`src/rtl/urdf_pkg.sv`:
```
// Shared types, codes and the CRC-8 byte step for the UART register datagram framer.
// Used by urdf_reply_rx, urdf_frame_tx and uart_register_datagram_framer.
package urdf_pkg;

  // Operation codes carried in s_tuser
  localparam logic [1:0] OP_WRITE = 2'd0;
  localparam logic [1:0] OP_READ  = 2'd1;
  localparam logic [1:0] OP_REPLY = 2'd2;

  // Reply status codes
  localparam logic [1:0] ST_OK      = 2'd0;
  localparam logic [1:0] ST_CRC_ERR = 2'd1;
  localparam logic [1:0] ST_PRE_ERR = 2'd2;
  localparam logic [1:0] ST_REG_ERR = 2'd3;

  // Register indexes of the configuration port
  localparam logic REG_SYNC   = 1'b0;
  localparam logic REG_MASTER = 1'b1;

  // Header constants
  localparam logic [7:0] CRC_POLY   = 8'h07;
  localparam logic [7:0] WRITE_FLAG = 8'h80;
  localparam logic [3:0] SYNC_RESET   = 4'd5;
  localparam logic [7:0] MASTER_RESET = 8'hFF;

  // Frame geometry
  localparam int unsigned WRITE_LEN = 8;
  localparam int unsigned READ_LEN  = 4;
  localparam int unsigned REPLY_LEN = 8;
  localparam int unsigned CNT_W     = 4;
  localparam int unsigned BODY_W    = 8 * (WRITE_LEN - 1);

  // Output item kinds
  localparam logic KIND_TX     = 1'b0;
  localparam logic KIND_RESULT = 1'b1;

  // One job handed to the transmitter: a frame body or a reply result
  typedef struct packed {
    logic              kind;
    logic [CNT_W-1:0]  nbytes;
    logic [BODY_W-1:0] body;
    logic [1:0]        status;
    logic [31:0]       rdata;
  } tx_job_t;

  // Outcome of one reply byte
  typedef struct packed {
    logic        done;
    logic [1:0]  status;
    logic [31:0] rdata;
  } rx_result_t;

  // Feed one byte into the CRC, data bits least significant first
  function automatic logic [7:0] crc8_feed(input logic [7:0] crc_in,
                                           input logic [7:0] data_in);
    logic [7:0] c;
    logic [7:0] d;
    logic       fb;
    c = crc_in;
    d = data_in;
    for (int i = 0; i < 8; i++) begin
      fb = c[7] ^ d[0];
      c  = {c[6:0], 1'b0};
      if (fb) begin
        c = c ^ CRC_POLY;
      end
      d = {1'b0, d[7:1]};
    end
    return c;
  endfunction

endpackage

```
`src/rtl/uart_register_datagram_framer.sv`:
```
// UART register datagram framer/deframer with CRC-8 (poly 0x07, LSB-first data).
// m_tvalid is registered: an input transfer loads the transmit sequencer, which then
// fills its output register. A write frame has 8 bytes and a read frame 4, CRC included;
// each goes out a byte per cycle unless m_tready stalls; new input waits for its last byte.
// Reset (rst, synchronous): sync 5, master address 0xFF, reply state cleared.
// Depends on urdf_pkg, urdf_reply_rx and urdf_frame_tx.
module uart_register_datagram_framer
  import urdf_pkg::*;
(
  input  logic        clk,
  input  logic        rst,
  // Command/reply input stream
  input  logic        s_tvalid,
  output logic        s_tready,
  input  logic [55:0] s_tdata,   // dev_addr[1:0], reg_req[8:2], value[40:9], rx_byte[48:41]
  input  logic [1:0]  s_tuser,   // op[1:0]
  // Frame/result output stream
  output logic        m_tvalid,
  input  logic        m_tready,
  output logic [47:0] m_tdata,   // tx_byte[7:0], status[9:8], read_value[41:10]
  output logic        m_tuser,   // kind[0]
  output logic        m_tlast,
  // Configuration port
  input  logic        psel,
  input  logic        penable,
  input  logic        pwrite,
  input  logic [2:0]  paddr,
  input  logic [31:0] pwdata,
  output logic [31:0] prdata,
  output logic        pready
);

  logic [3:0]  sync_pattern;
  logic [7:0]  master_address;
  logic        cfg_write;

  logic [1:0]  op;
  logic [1:0]  dev_addr;
  logic [6:0]  reg_req;
  logic [31:0] value;
  logic [7:0]  rx_byte;
  logic        accept;
  logic        reply_byte;
  logic        tx_free;
  logic        tx_load;
  tx_job_t     job;
  rx_result_t  rx_res;

  logic [7:0]  out_byte;
  logic [1:0]  out_status;
  logic [31:0] out_rdata;

  // Configuration registers
  assign pready    = 1'b1;
  assign cfg_write = psel && penable && pwrite && pready;

  always_ff @(posedge clk) begin
    if (rst) begin
      sync_pattern   <= SYNC_RESET;
      master_address <= MASTER_RESET;
    end else if (cfg_write) begin
      if (paddr[2] == REG_SYNC) begin
        sync_pattern <= pwdata[3:0];
      end else begin
        master_address <= pwdata[7:0];
      end
    end
  end

  assign prdata = (paddr[2] == REG_MASTER) ? {24'h0, master_address}
                                           : {28'h0, sync_pattern};

  // Unpack the input transfer
  assign op         = s_tuser;
  assign dev_addr   = s_tdata[1:0];
  assign reg_req    = s_tdata[8:2];
  assign value      = s_tdata[40:9];
  assign rx_byte    = s_tdata[48:41];

  assign s_tready   = tx_free;
  assign accept     = s_tvalid && s_tready;
  assign reply_byte = accept && (op == OP_REPLY);

  // Build the job for the transmit sequencer
  always_comb begin
    job.kind          = KIND_TX;
    job.nbytes        = CNT_W'(WRITE_LEN);
    job.body          = '0;
    job.body[7:0]     = {4'h0, sync_pattern};
    job.body[15:8]    = {6'h00, dev_addr};
    job.body[23:16]   = {1'b0, reg_req};
    job.status        = rx_res.status;
    job.rdata         = rx_res.rdata;
    tx_load           = 1'b0;
    unique case (op)
      OP_WRITE: begin
        job.body[23:16] = {1'b0, reg_req} | WRITE_FLAG;
        job.body[31:24] = value[31:24];
        job.body[39:32] = value[23:16];
        job.body[47:40] = value[15:8];
        job.body[55:48] = value[7:0];
        tx_load         = accept;
      end
      OP_READ: begin
        job.nbytes = CNT_W'(READ_LEN);
        tx_load    = accept;
      end
      OP_REPLY: begin
        job.kind   = KIND_RESULT;
        job.nbytes = CNT_W'(1);
        tx_load    = accept && rx_res.done;
      end
      default: begin
        tx_load = 1'b0;
      end
    endcase
  end

  urdf_reply_rx u_reply_rx (
    .clk            (clk),
    .rst            (rst),
    .byte_valid     (reply_byte),
    .rx_byte        (rx_byte),
    .reg_req        (reg_req),
    .sync_pattern   (sync_pattern),
    .master_address (master_address),
    .result         (rx_res)
  );

  urdf_frame_tx u_frame_tx (
    .clk        (clk),
    .rst        (rst),
    .load       (tx_load),
    .job        (job),
    .free       (tx_free),
    .out_valid  (m_tvalid),
    .out_ready  (m_tready),
    .out_kind   (m_tuser),
    .out_byte   (out_byte),
    .out_last   (m_tlast),
    .out_status (out_status),
    .out_rdata  (out_rdata)
  );

  // Pack the output transfer
  assign m_tdata = {6'h00, out_rdata, out_status, out_byte};

endmodule

```
`src/rtl/urdf_reply_rx.sv`:
```
// Reply deframer: checks eight reply bytes one at a time and reports the outcome.
// Depends on urdf_pkg.
module urdf_reply_rx
  import urdf_pkg::*;
(
  input  logic       clk,
  input  logic       rst,
  input  logic       byte_valid,
  input  logic [7:0] rx_byte,
  input  logic [6:0] reg_req,
  input  logic [3:0] sync_pattern,
  input  logic [7:0] master_address,
  output rx_result_t result
);

  logic [2:0]  reply_count;
  logic [7:0]  reply_crc;
  logic        preamble_good;
  logic        register_good;
  logic [31:0] reply_data;
  logic        final_byte;

  assign final_byte = (reply_count == 3'(REPLY_LEN - 1));

  // Judge the reply on its CRC byte, checks in priority order
  always_comb begin
    result.done   = final_byte;
    result.status = ST_OK;
    result.rdata  = '0;
    priority if (rx_byte != reply_crc) begin
      result.status = ST_CRC_ERR;
    end else if (!preamble_good) begin
      result.status = ST_PRE_ERR;
    end else if (!register_good) begin
      result.status = ST_REG_ERR;
    end else begin
      result.rdata = reply_data;
    end
  end

  // Advance the reply state on each byte, clear it after the last one
  always_ff @(posedge clk) begin
    if (rst) begin
      reply_count   <= '0;
      reply_crc     <= '0;
      preamble_good <= 1'b1;
      register_good <= 1'b1;
    end else if (byte_valid) begin
      if (final_byte) begin
        reply_count   <= '0;
        reply_crc     <= '0;
        preamble_good <= 1'b1;
        register_good <= 1'b1;
      end else begin
        reply_crc   <= crc8_feed(reply_crc, rx_byte);
        reply_count <= reply_count + 3'd1;
        if (reply_count == 3'd0 && rx_byte[3:0] != sync_pattern) begin
          preamble_good <= 1'b0;
        end
        if (reply_count == 3'd1 && rx_byte != master_address) begin
          preamble_good <= 1'b0;
        end
        if (reply_count == 3'd2 && rx_byte[6:0] != reg_req) begin
          register_good <= 1'b0;
        end
      end
    end
  end

  // Gather data bytes, most significant first
  always_ff @(posedge clk) begin
    if (byte_valid && reply_count >= 3'd3 && !final_byte) begin
      reply_data <= {reply_data[23:0], rx_byte};
    end
  end

endmodule

```
`src/rtl/urdf_frame_tx.sv`:
```
// Transmit sequencer: sends a frame one byte a cycle unless stalled, then its CRC,
// or one reply result; holds each item in an output register. Depends on urdf_pkg.
module urdf_frame_tx
  import urdf_pkg::*;
(
  input  logic        clk,
  input  logic        rst,
  input  logic        load,
  input  tx_job_t     job,
  output logic        free,
  output logic        out_valid,
  input  logic        out_ready,
  output logic        out_kind,
  output logic [7:0]  out_byte,
  output logic        out_last,
  output logic [1:0]  out_status,
  output logic [31:0] out_rdata
);

  logic [CNT_W-1:0]  rem;
  logic              kind;
  logic [BODY_W-1:0] body;
  logic [7:0]        crc;
  logic [1:0]        status;
  logic [31:0]       rdata;
  logic              emit;
  logic              tail;
  logic [7:0]        byte_next;

  assign tail = (rem == CNT_W'(1));
  assign emit = (rem != '0) && (!out_valid || out_ready);
  assign free = (rem == '0) || (tail && emit);

  // Pick the byte to send: body bytes, then the CRC
  assign byte_next = tail ? crc : body[7:0];

  // Load a job or step through the current one
  always_ff @(posedge clk) begin
    if (rst) begin
      rem <= '0;
    end else if (load) begin
      rem <= job.nbytes;
    end else if (emit) begin
      rem <= rem - CNT_W'(1);
    end
  end

  always_ff @(posedge clk) begin
    if (load) begin
      kind   <= job.kind;
      body   <= job.body;
      crc    <= '0;
      status <= job.status;
      rdata  <= job.rdata;
    end else if (emit) begin
      body <= {8'h00, body[BODY_W-1:8]};
      crc  <= crc8_feed(crc, body[7:0]);
    end
  end

  // Output register: fill on emit, drop once the transfer completes
  always_ff @(posedge clk) begin
    if (rst) begin
      out_valid <= 1'b0;
    end else if (emit) begin
      out_valid <= 1'b1;
    end else if (out_ready) begin
      out_valid <= 1'b0;
    end
  end

  always_ff @(posedge clk) begin
    if (emit) begin
      out_kind <= kind;
      if (kind == KIND_RESULT) begin
        out_byte   <= '0;
        out_last   <= 1'b0;
        out_status <= status;
        out_rdata  <= rdata;
      end else begin
        out_byte   <= byte_next;
        out_last   <= tail;
        out_status <= ST_OK;
        out_rdata  <= '0;
      end
    end
  end

endmodule
```
`config.mk`:
```
export PLATFORM = sky130hd
export DESIGN_NAME = uart_register_datagram_framer
export DESIGN_NICKNAME = d
export VERILOG_FILES = /design/src/rtl/urdf_pkg.sv /design/src/rtl/uart_register_datagram_framer.sv /design/src/rtl/urdf_reply_rx.sv /design/src/rtl/urdf_frame_tx.sv
export SDC_FILE = /design/constraint.sdc
export NUM_CORES = 1
export LEC_CHECK = 0
export ABC_AREA = 0
export BUFFER_PORTS_ARGS = -buffer_cell sky130_fd_sc_hd__buf_4
export CAP_MARGIN = 40
export CORE_ASPECT_RATIO = 2
export CORE_MARGIN = 2
export CORE_UTILIZATION = 59
export DETAILED_ROUTE_END_ITERATION = 7
export GPL_ROUTABILITY_DRIVEN = 1
export PLACE_DENSITY = 0.88
export SYNTH_ARGS = -nofsm -noshare
export SYNTH_HDL_FRONTEND = slang
export SYNTH_SLANG_ARGS = --single-unit
```
`constraint.sdc`:
```
create_clock -name clk -period 8.59 [get_ports clk]
set_input_delay 1.718 -clock clk [delete_from_list [all_inputs] [get_ports clk]]
set_output_delay 1.718 -clock clk [all_outputs]
set_load 0.01 [all_outputs]
```
# After elaboration in Yosys (flattened, before gate mapping)
# Cells that the tools add are included.
dict set report totals {
  ff_bits 205
  out_inout_bits 85
}
dict set report classes {
  n_reduce_logical 30
  n_eq_ne 10
  magnitude_cmp 1
  bitwise 35
  n_addsub 2
  n_mux 72
}
# cell n
set op_table {}
lappend op_table {{$mux W8} 38}
lappend op_table {{$mux W56} 2}
lappend op_table {{$mux W3} 17}
lappend op_table {{$not A3 Y3} 16}
lappend op_table {{$mux W40} 1}
lappend op_table {{$ne A8 B8 Y1} 2}
lappend op_table {{$xor A1 B1 Y1} 16}
lappend op_table {{$logic_and A1 B1 Y1} 12}
lappend op_table {{$mux W1} 8}
lappend op_table {{$mux W4} 2}
lappend op_table {{$pmux W4 S2} 1}
lappend op_table {{$reduce_and A2 Y1} 4}
lappend op_table {{$ne A7 B7 Y1} 1}
lappend op_table {{$reduce_bool A2 Y1} 3}
lappend op_table {{$eq A4 B1 Y1 const B} 1}
lappend op_table {{$logic_not A4 Y1} 1}
lappend op_table {{$mux W2} 2}
lappend op_table {{$ne A4 B4 Y1} 1}
lappend op_table {{$reduce_bool A4 Y1} 1}
lappend op_table {{$sub A4 B1 Y4 const B} 1}
lappend op_table {{$add A3 B1 Y3 const B} 1}
lappend op_table {{$eq A3 B1 Y1 const B} 1}
lappend op_table {{$eq A3 B2 Y1 const B} 1}
lappend op_table {{$eq A3 B3 Y1 const B} 1}
lappend op_table {{other kinds (12)} 16}

# Depth between registers and ports, before layout
dict set report logic_depth {
  word_depth 42
  depth_mapped 11
  depth_no_buf 8
}

# Cells and area by module
# From an unflattened synthesis, not the netlist that was laid out.
dict set report unflattened {
  cells_unflattened 695
  area_unflattened_um2 9477.8
}
# module seq_area_each_um2 cells_each n_inst area_per_inst_um2
set by_module_without_submodules {}
lappend by_module_without_submodules {urdf_frame_tx 4314.1 354 1 5911.9}
lappend by_module_without_submodules {urdf_reply_rx 1221.2 200 1 2431.1}
lappend by_module_without_submodules {uart_register_datagram_framer 240.2 141 1 1134.8}

# Worst setup path after synthesis
# No wires, ideal clock.
dict set report synth_timing {
  path_kind {input to register}
  start {input m_tready}
  end {register u_reply_rx.reply_data[0] (enable)}
  arrival_ns 4.622
  setup_slack_ns 3.507
  stages 5
  t_required_ns 8.129
  setup_time_ns 0.461
  n_path_buf 1
  path_cell_list {or3b_1 -> o2111a_1 -> nand2_1 -> clkbuf_1 -> nor3_1}
}
dict set report synth_via {
  elab_chain_cells 8
}
# item line_no
set synth_rtl {}
lappend synth_rtl {{start, declared} uart_register_datagram_framer.sv:19} ;# input logic m_tready,
lappend synth_rtl {{$logic_or A1 B1 Y1} urdf_frame_tx.sv:31} ;# assign emit = (rem != '0) && (!out_valid || out_ready);
lappend synth_rtl {{$logic_and A1 B1 Y1} urdf_frame_tx.sv:31}
lappend synth_rtl {{$logic_and A1 B1 Y1} urdf_frame_tx.sv:32} ;# assign free = (rem == '0) || (tail && emit);
lappend synth_rtl {{$logic_or A1 B1 Y1} urdf_frame_tx.sv:32}
lappend synth_rtl {{$logic_and A1 B1 Y1} uart_register_datagram_framer.sv:81} ;# assign accept = s_tvalid && s_tready;
lappend synth_rtl {{$logic_and A1 B1 Y1} uart_register_datagram_framer.sv:82} ;# assign reply_byte = accept && (op == OP_REPLY);
lappend synth_rtl {{$logic_and A1 B1 Y1 (2 in series)} urdf_reply_rx.sv:72} ;# if (byte_valid && reply_count >= 3'd3 && !final_byte) begin
lappend synth_rtl {{end signal, assigned} urdf_reply_rx.sv:73} ;# reply_data <= {reply_data[23:0], rx_byte};
lappend synth_rtl {{end, declared} urdf_reply_rx.sv:20} ;# logic [31:0] reply_data;
# Every way passes these cells.
# A chain may end at the register's enable or synchronous reset.

# Final worst setup path
dict set report layout_timing {
  start {input m_tready}
  end {output s_tready}
}
dict set report layout_via {
  elab_chain_cells 4
}
# item line_no
set layout_rtl {}
lappend layout_rtl {{$logic_or A1 B1 Y1} urdf_frame_tx.sv:31}
lappend layout_rtl {{$logic_and A1 B1 Y1} urdf_frame_tx.sv:31}
lappend layout_rtl {{$logic_and A1 B1 Y1} urdf_frame_tx.sv:32}
lappend layout_rtl {{$logic_or A1 B1 Y1} urdf_frame_tx.sv:32}
lappend layout_rtl {{end, declared} uart_register_datagram_framer.sv:14} ;# output logic s_tready,
# Every way passes these cells.

==> out/metrics.cfg <==
[cts]
cts_sinks=205
cts_tree=done
hold_buffers=0
cts-resized-gates=0
htree_levels=1
cts-buffers-inserted=18
cts_root_buf=clkbuf_16
clk_pin_slew_worst_paths_ns=0.07
cts_buffer_depth=3
cts_setup_buffers=0
clk-insertion-delay-late_ns=0.48

[sta]
tightest_slew_ns=0.7559
hold_ws_ns=0.4398
worst_slack_ns=4.333
slew_violations=0
rsz0062_at_grt=no
fin_tns_setup_ns=0
finalSetupViolCount=0
hold_viol_final=0
fin_skew_ns=0.01177
max_freq_mhz=234.9
post-route-period-util_pct=49.56
period_needed_ns=4.257
slew_headroom_pct=49.61

[synthesis]
synth_ff_type=edfxtp_1
yosysSeqAreaShare_pct=62.44
synth-async-reset-ratio_pct=0
synth_simple_gate_area_share_pct=17.70
ys_seq_elements=205
synth_edf_count=157
synth_adder_area_share_pct=1.927
synth_compound_area_share_pct=4.557
postSynthCellCount=770
synth-xor-area-share_pct=7.269
synth_top_family_by_area=simple AND/OR/NAND/NOR gates
synth_cell_types=50
synthMuxAreaShare_pct=0.7159
yosys.area.top_type=edfxtp_1
synth_top_cell_area_share_pct=51.87
synth.avg_cell_area_um2=11.80
yosys_warnings=0
synth.area.top_cells=edfxtp_1 52%, dfxtp_1 11%, and2_1 5.0%, nand2_1 4.7%, xnor2_1 4.3%
synth_area_um2=9089

[grt]
grt_pass1_vias=5770
globalRouteOverflowTotal=0
globalRouteTotalUtil_pct=21.26
grt_max_degree=75
antenna_found_initial=0
grt_pass1_wl_um=28210

[finish]
n_antenna_cell=0
drive_above_1_share_pct=19.27
fin_area_um2=10640
fin_nets=985
final_cell_mix=157 x edfxtp_1, 125 x buf_4, 114 x nand2_1
final_common_cell=edfxtp_1
syn2layout_area_growth_pct=17.04

[floorplanning]
rows=64
design.core.area_um2=15210
die_area_um2=16470
pin_count=185
fp.dieW_um=91.76
die_h_um=179.5
start_util_pct=59.74

[setup_path]
crit_required_ns=6.87
crit_path_top_delay_cell=a21oi_1
cp.arrival_ns=2.54
cp_common_cell=buf_4
worstPathMaxFanout=4
start_kind=primary input
end_kind=output port
path_class=primary input to output port
max_stage_delay_ns=0.26
path_cells=buf_4, nand2b_1, a21oi_1, nor3_1, buf_4

[power]
powerDensity_nw_per_um2=332.0
leakagePower_uw=0.004263
vdd_drop_max_uv=222.2

[min_path]
min_path_type=flop to flop

[drt]
wl_um=17620
vias=5895
drc_errors=0
drt-pass1-iter-count=4
wl_per_cell_um=16.31
vias_per_cell=5.458
drt_iter0_markers=306
ant_nets=0

[outcome]
outcome=completed

[place]
preCtsSetupSlack_ns=4.012
post-dp-hpwl_um=11670
post_dp_cell_area_um2=10070
gp_congestion=0.8279
io_buffers=120

[flow_run]
cap_violations=0

-- metal layers --
metal / up-vias / GRT usage [%] / share of wire, %
met2: 199 / 38.68 / 55
met1: 2836 / 24.28 / 36
met3: 46 / 3.060 / 5.0
li1: 2814 / - / -
met5: - / 0 / 0
met4: 0 / 9.731 / 4.2
-- flip-flops by register name (all words and copies together), names as in the netlist, 2 cells and up --
| name | flops |
|---|---|
| u_frame_tx.out_status | 2 |
| u_reply_rx.reply_crc | 8 |
| u_frame_tx.body | 56 |
| u_reply_rx.reply_data | 32 |
| u_frame_tx.rdata | 32 |
| u_reply_rx.reply_count | 3 |
| u_frame_tx.out_rdata | 32 |
| u_frame_tx.out_byte | 8 |
| u_frame_tx.crc | 8 |
| u_frame_tx.status | 2 |
| u_frame_tx.rem | 4 |
| master_address | 8 |
| sync_pattern | 4 |
-- cells in the mapped netlist, types with 2 or more instances --
master / n
a211o_1: 3
a211oi_1: 10
a21oi_1: 29
a221o_1: 4
a31oi_1: 2
and2_1: 72
and3_1: 8
buf_2: 18
buf_4: 32
clkbuf_1: 26
conb_1: 2
dfxtp_1: 48
edfxtp_1: 157
ha_1: 14
inv_1: 10
mux2_2: 4
mux2i_1: 2
nand2_1: 115
nand3_1: 63
nand3b_1: 7
nand4_1: 4
nand4b_1: 2
nor2_1: 15
nor2b_1: 4
nor3_1: 3
nor4_1: 6
nor4b_1: 4
o21ai_0: 6
o41ai_1: 2
or3_1: 8
or3b_1: 2
xnor2_1: 45
xor2_1: 26
-- final cells by class --
type	count	area (um2)
multi-input combinational	504	3048
clock buffer	21	483.0
timing repair buffer	130	1049
clock inverter	10	87.58
inverter	12	47.55
fill	1081	4577
tap	198	247.7
sequential	205	5675
-- critical path, delay by kind of cell --
kind            cells  cell delay [ns]
compound gates      1             0.26
buf+inv             2             0.27
simple gates        2             0.29
-- report_power, final --
part | total [uW] | internal (uW) | switching, uW
registers | 1600 | 1470 | 130
clock network | 783 | 437 | 346
logic | 1150 | 500 | 649
-- logic make-up (layout without fill, tap and decap cells) --
family                   after synthesis  after routing
other                                  2             31
multiplexers                           6              6
AND/OR/NAND/NOR                      317            317
XOR/XNOR                              73             73
adder cells (fa/ha/maj)               14             14
AO/OA/AOI/OAI                         63             63
flip-flops                           205            205
buffers and inverters                 90            173
-- path summary, 6_finish.rpt --
| check | from | end | slack (ns) | depth (start not counted) |
|---|---|---|---|---|
| worst min register to register | u_reply_rx.reply_data[7] | u_reply_rx.reply_data[15] | 0.44 | 0 |
| worst max register to register | u_reply_rx.reply_count[0] | u_frame_tx.rem[3] | 5.10 | 9 |
| worst max-delay path | m_tready | s_tready | 4.33 | 5 |
| worst min-delay path | u_reply_rx.reply_data[7] | u_reply_rx.reply_data[15] | 0.44 | 0 |
-- through the flow --
step / utilization, % / total power (uW) / std cells
finish: 69.92 / 3531 / 1080
global route: 69.92 / 3722 / 1080
CTS: 69.92 / 3552 / 1080
detailed placement: 66.17 / 2759 / 1049
global placement: 65.44 / 2667 / 1044
floorplan: - / 2368 / 799
No activity file was read; power rests on OpenSTA's default activity.
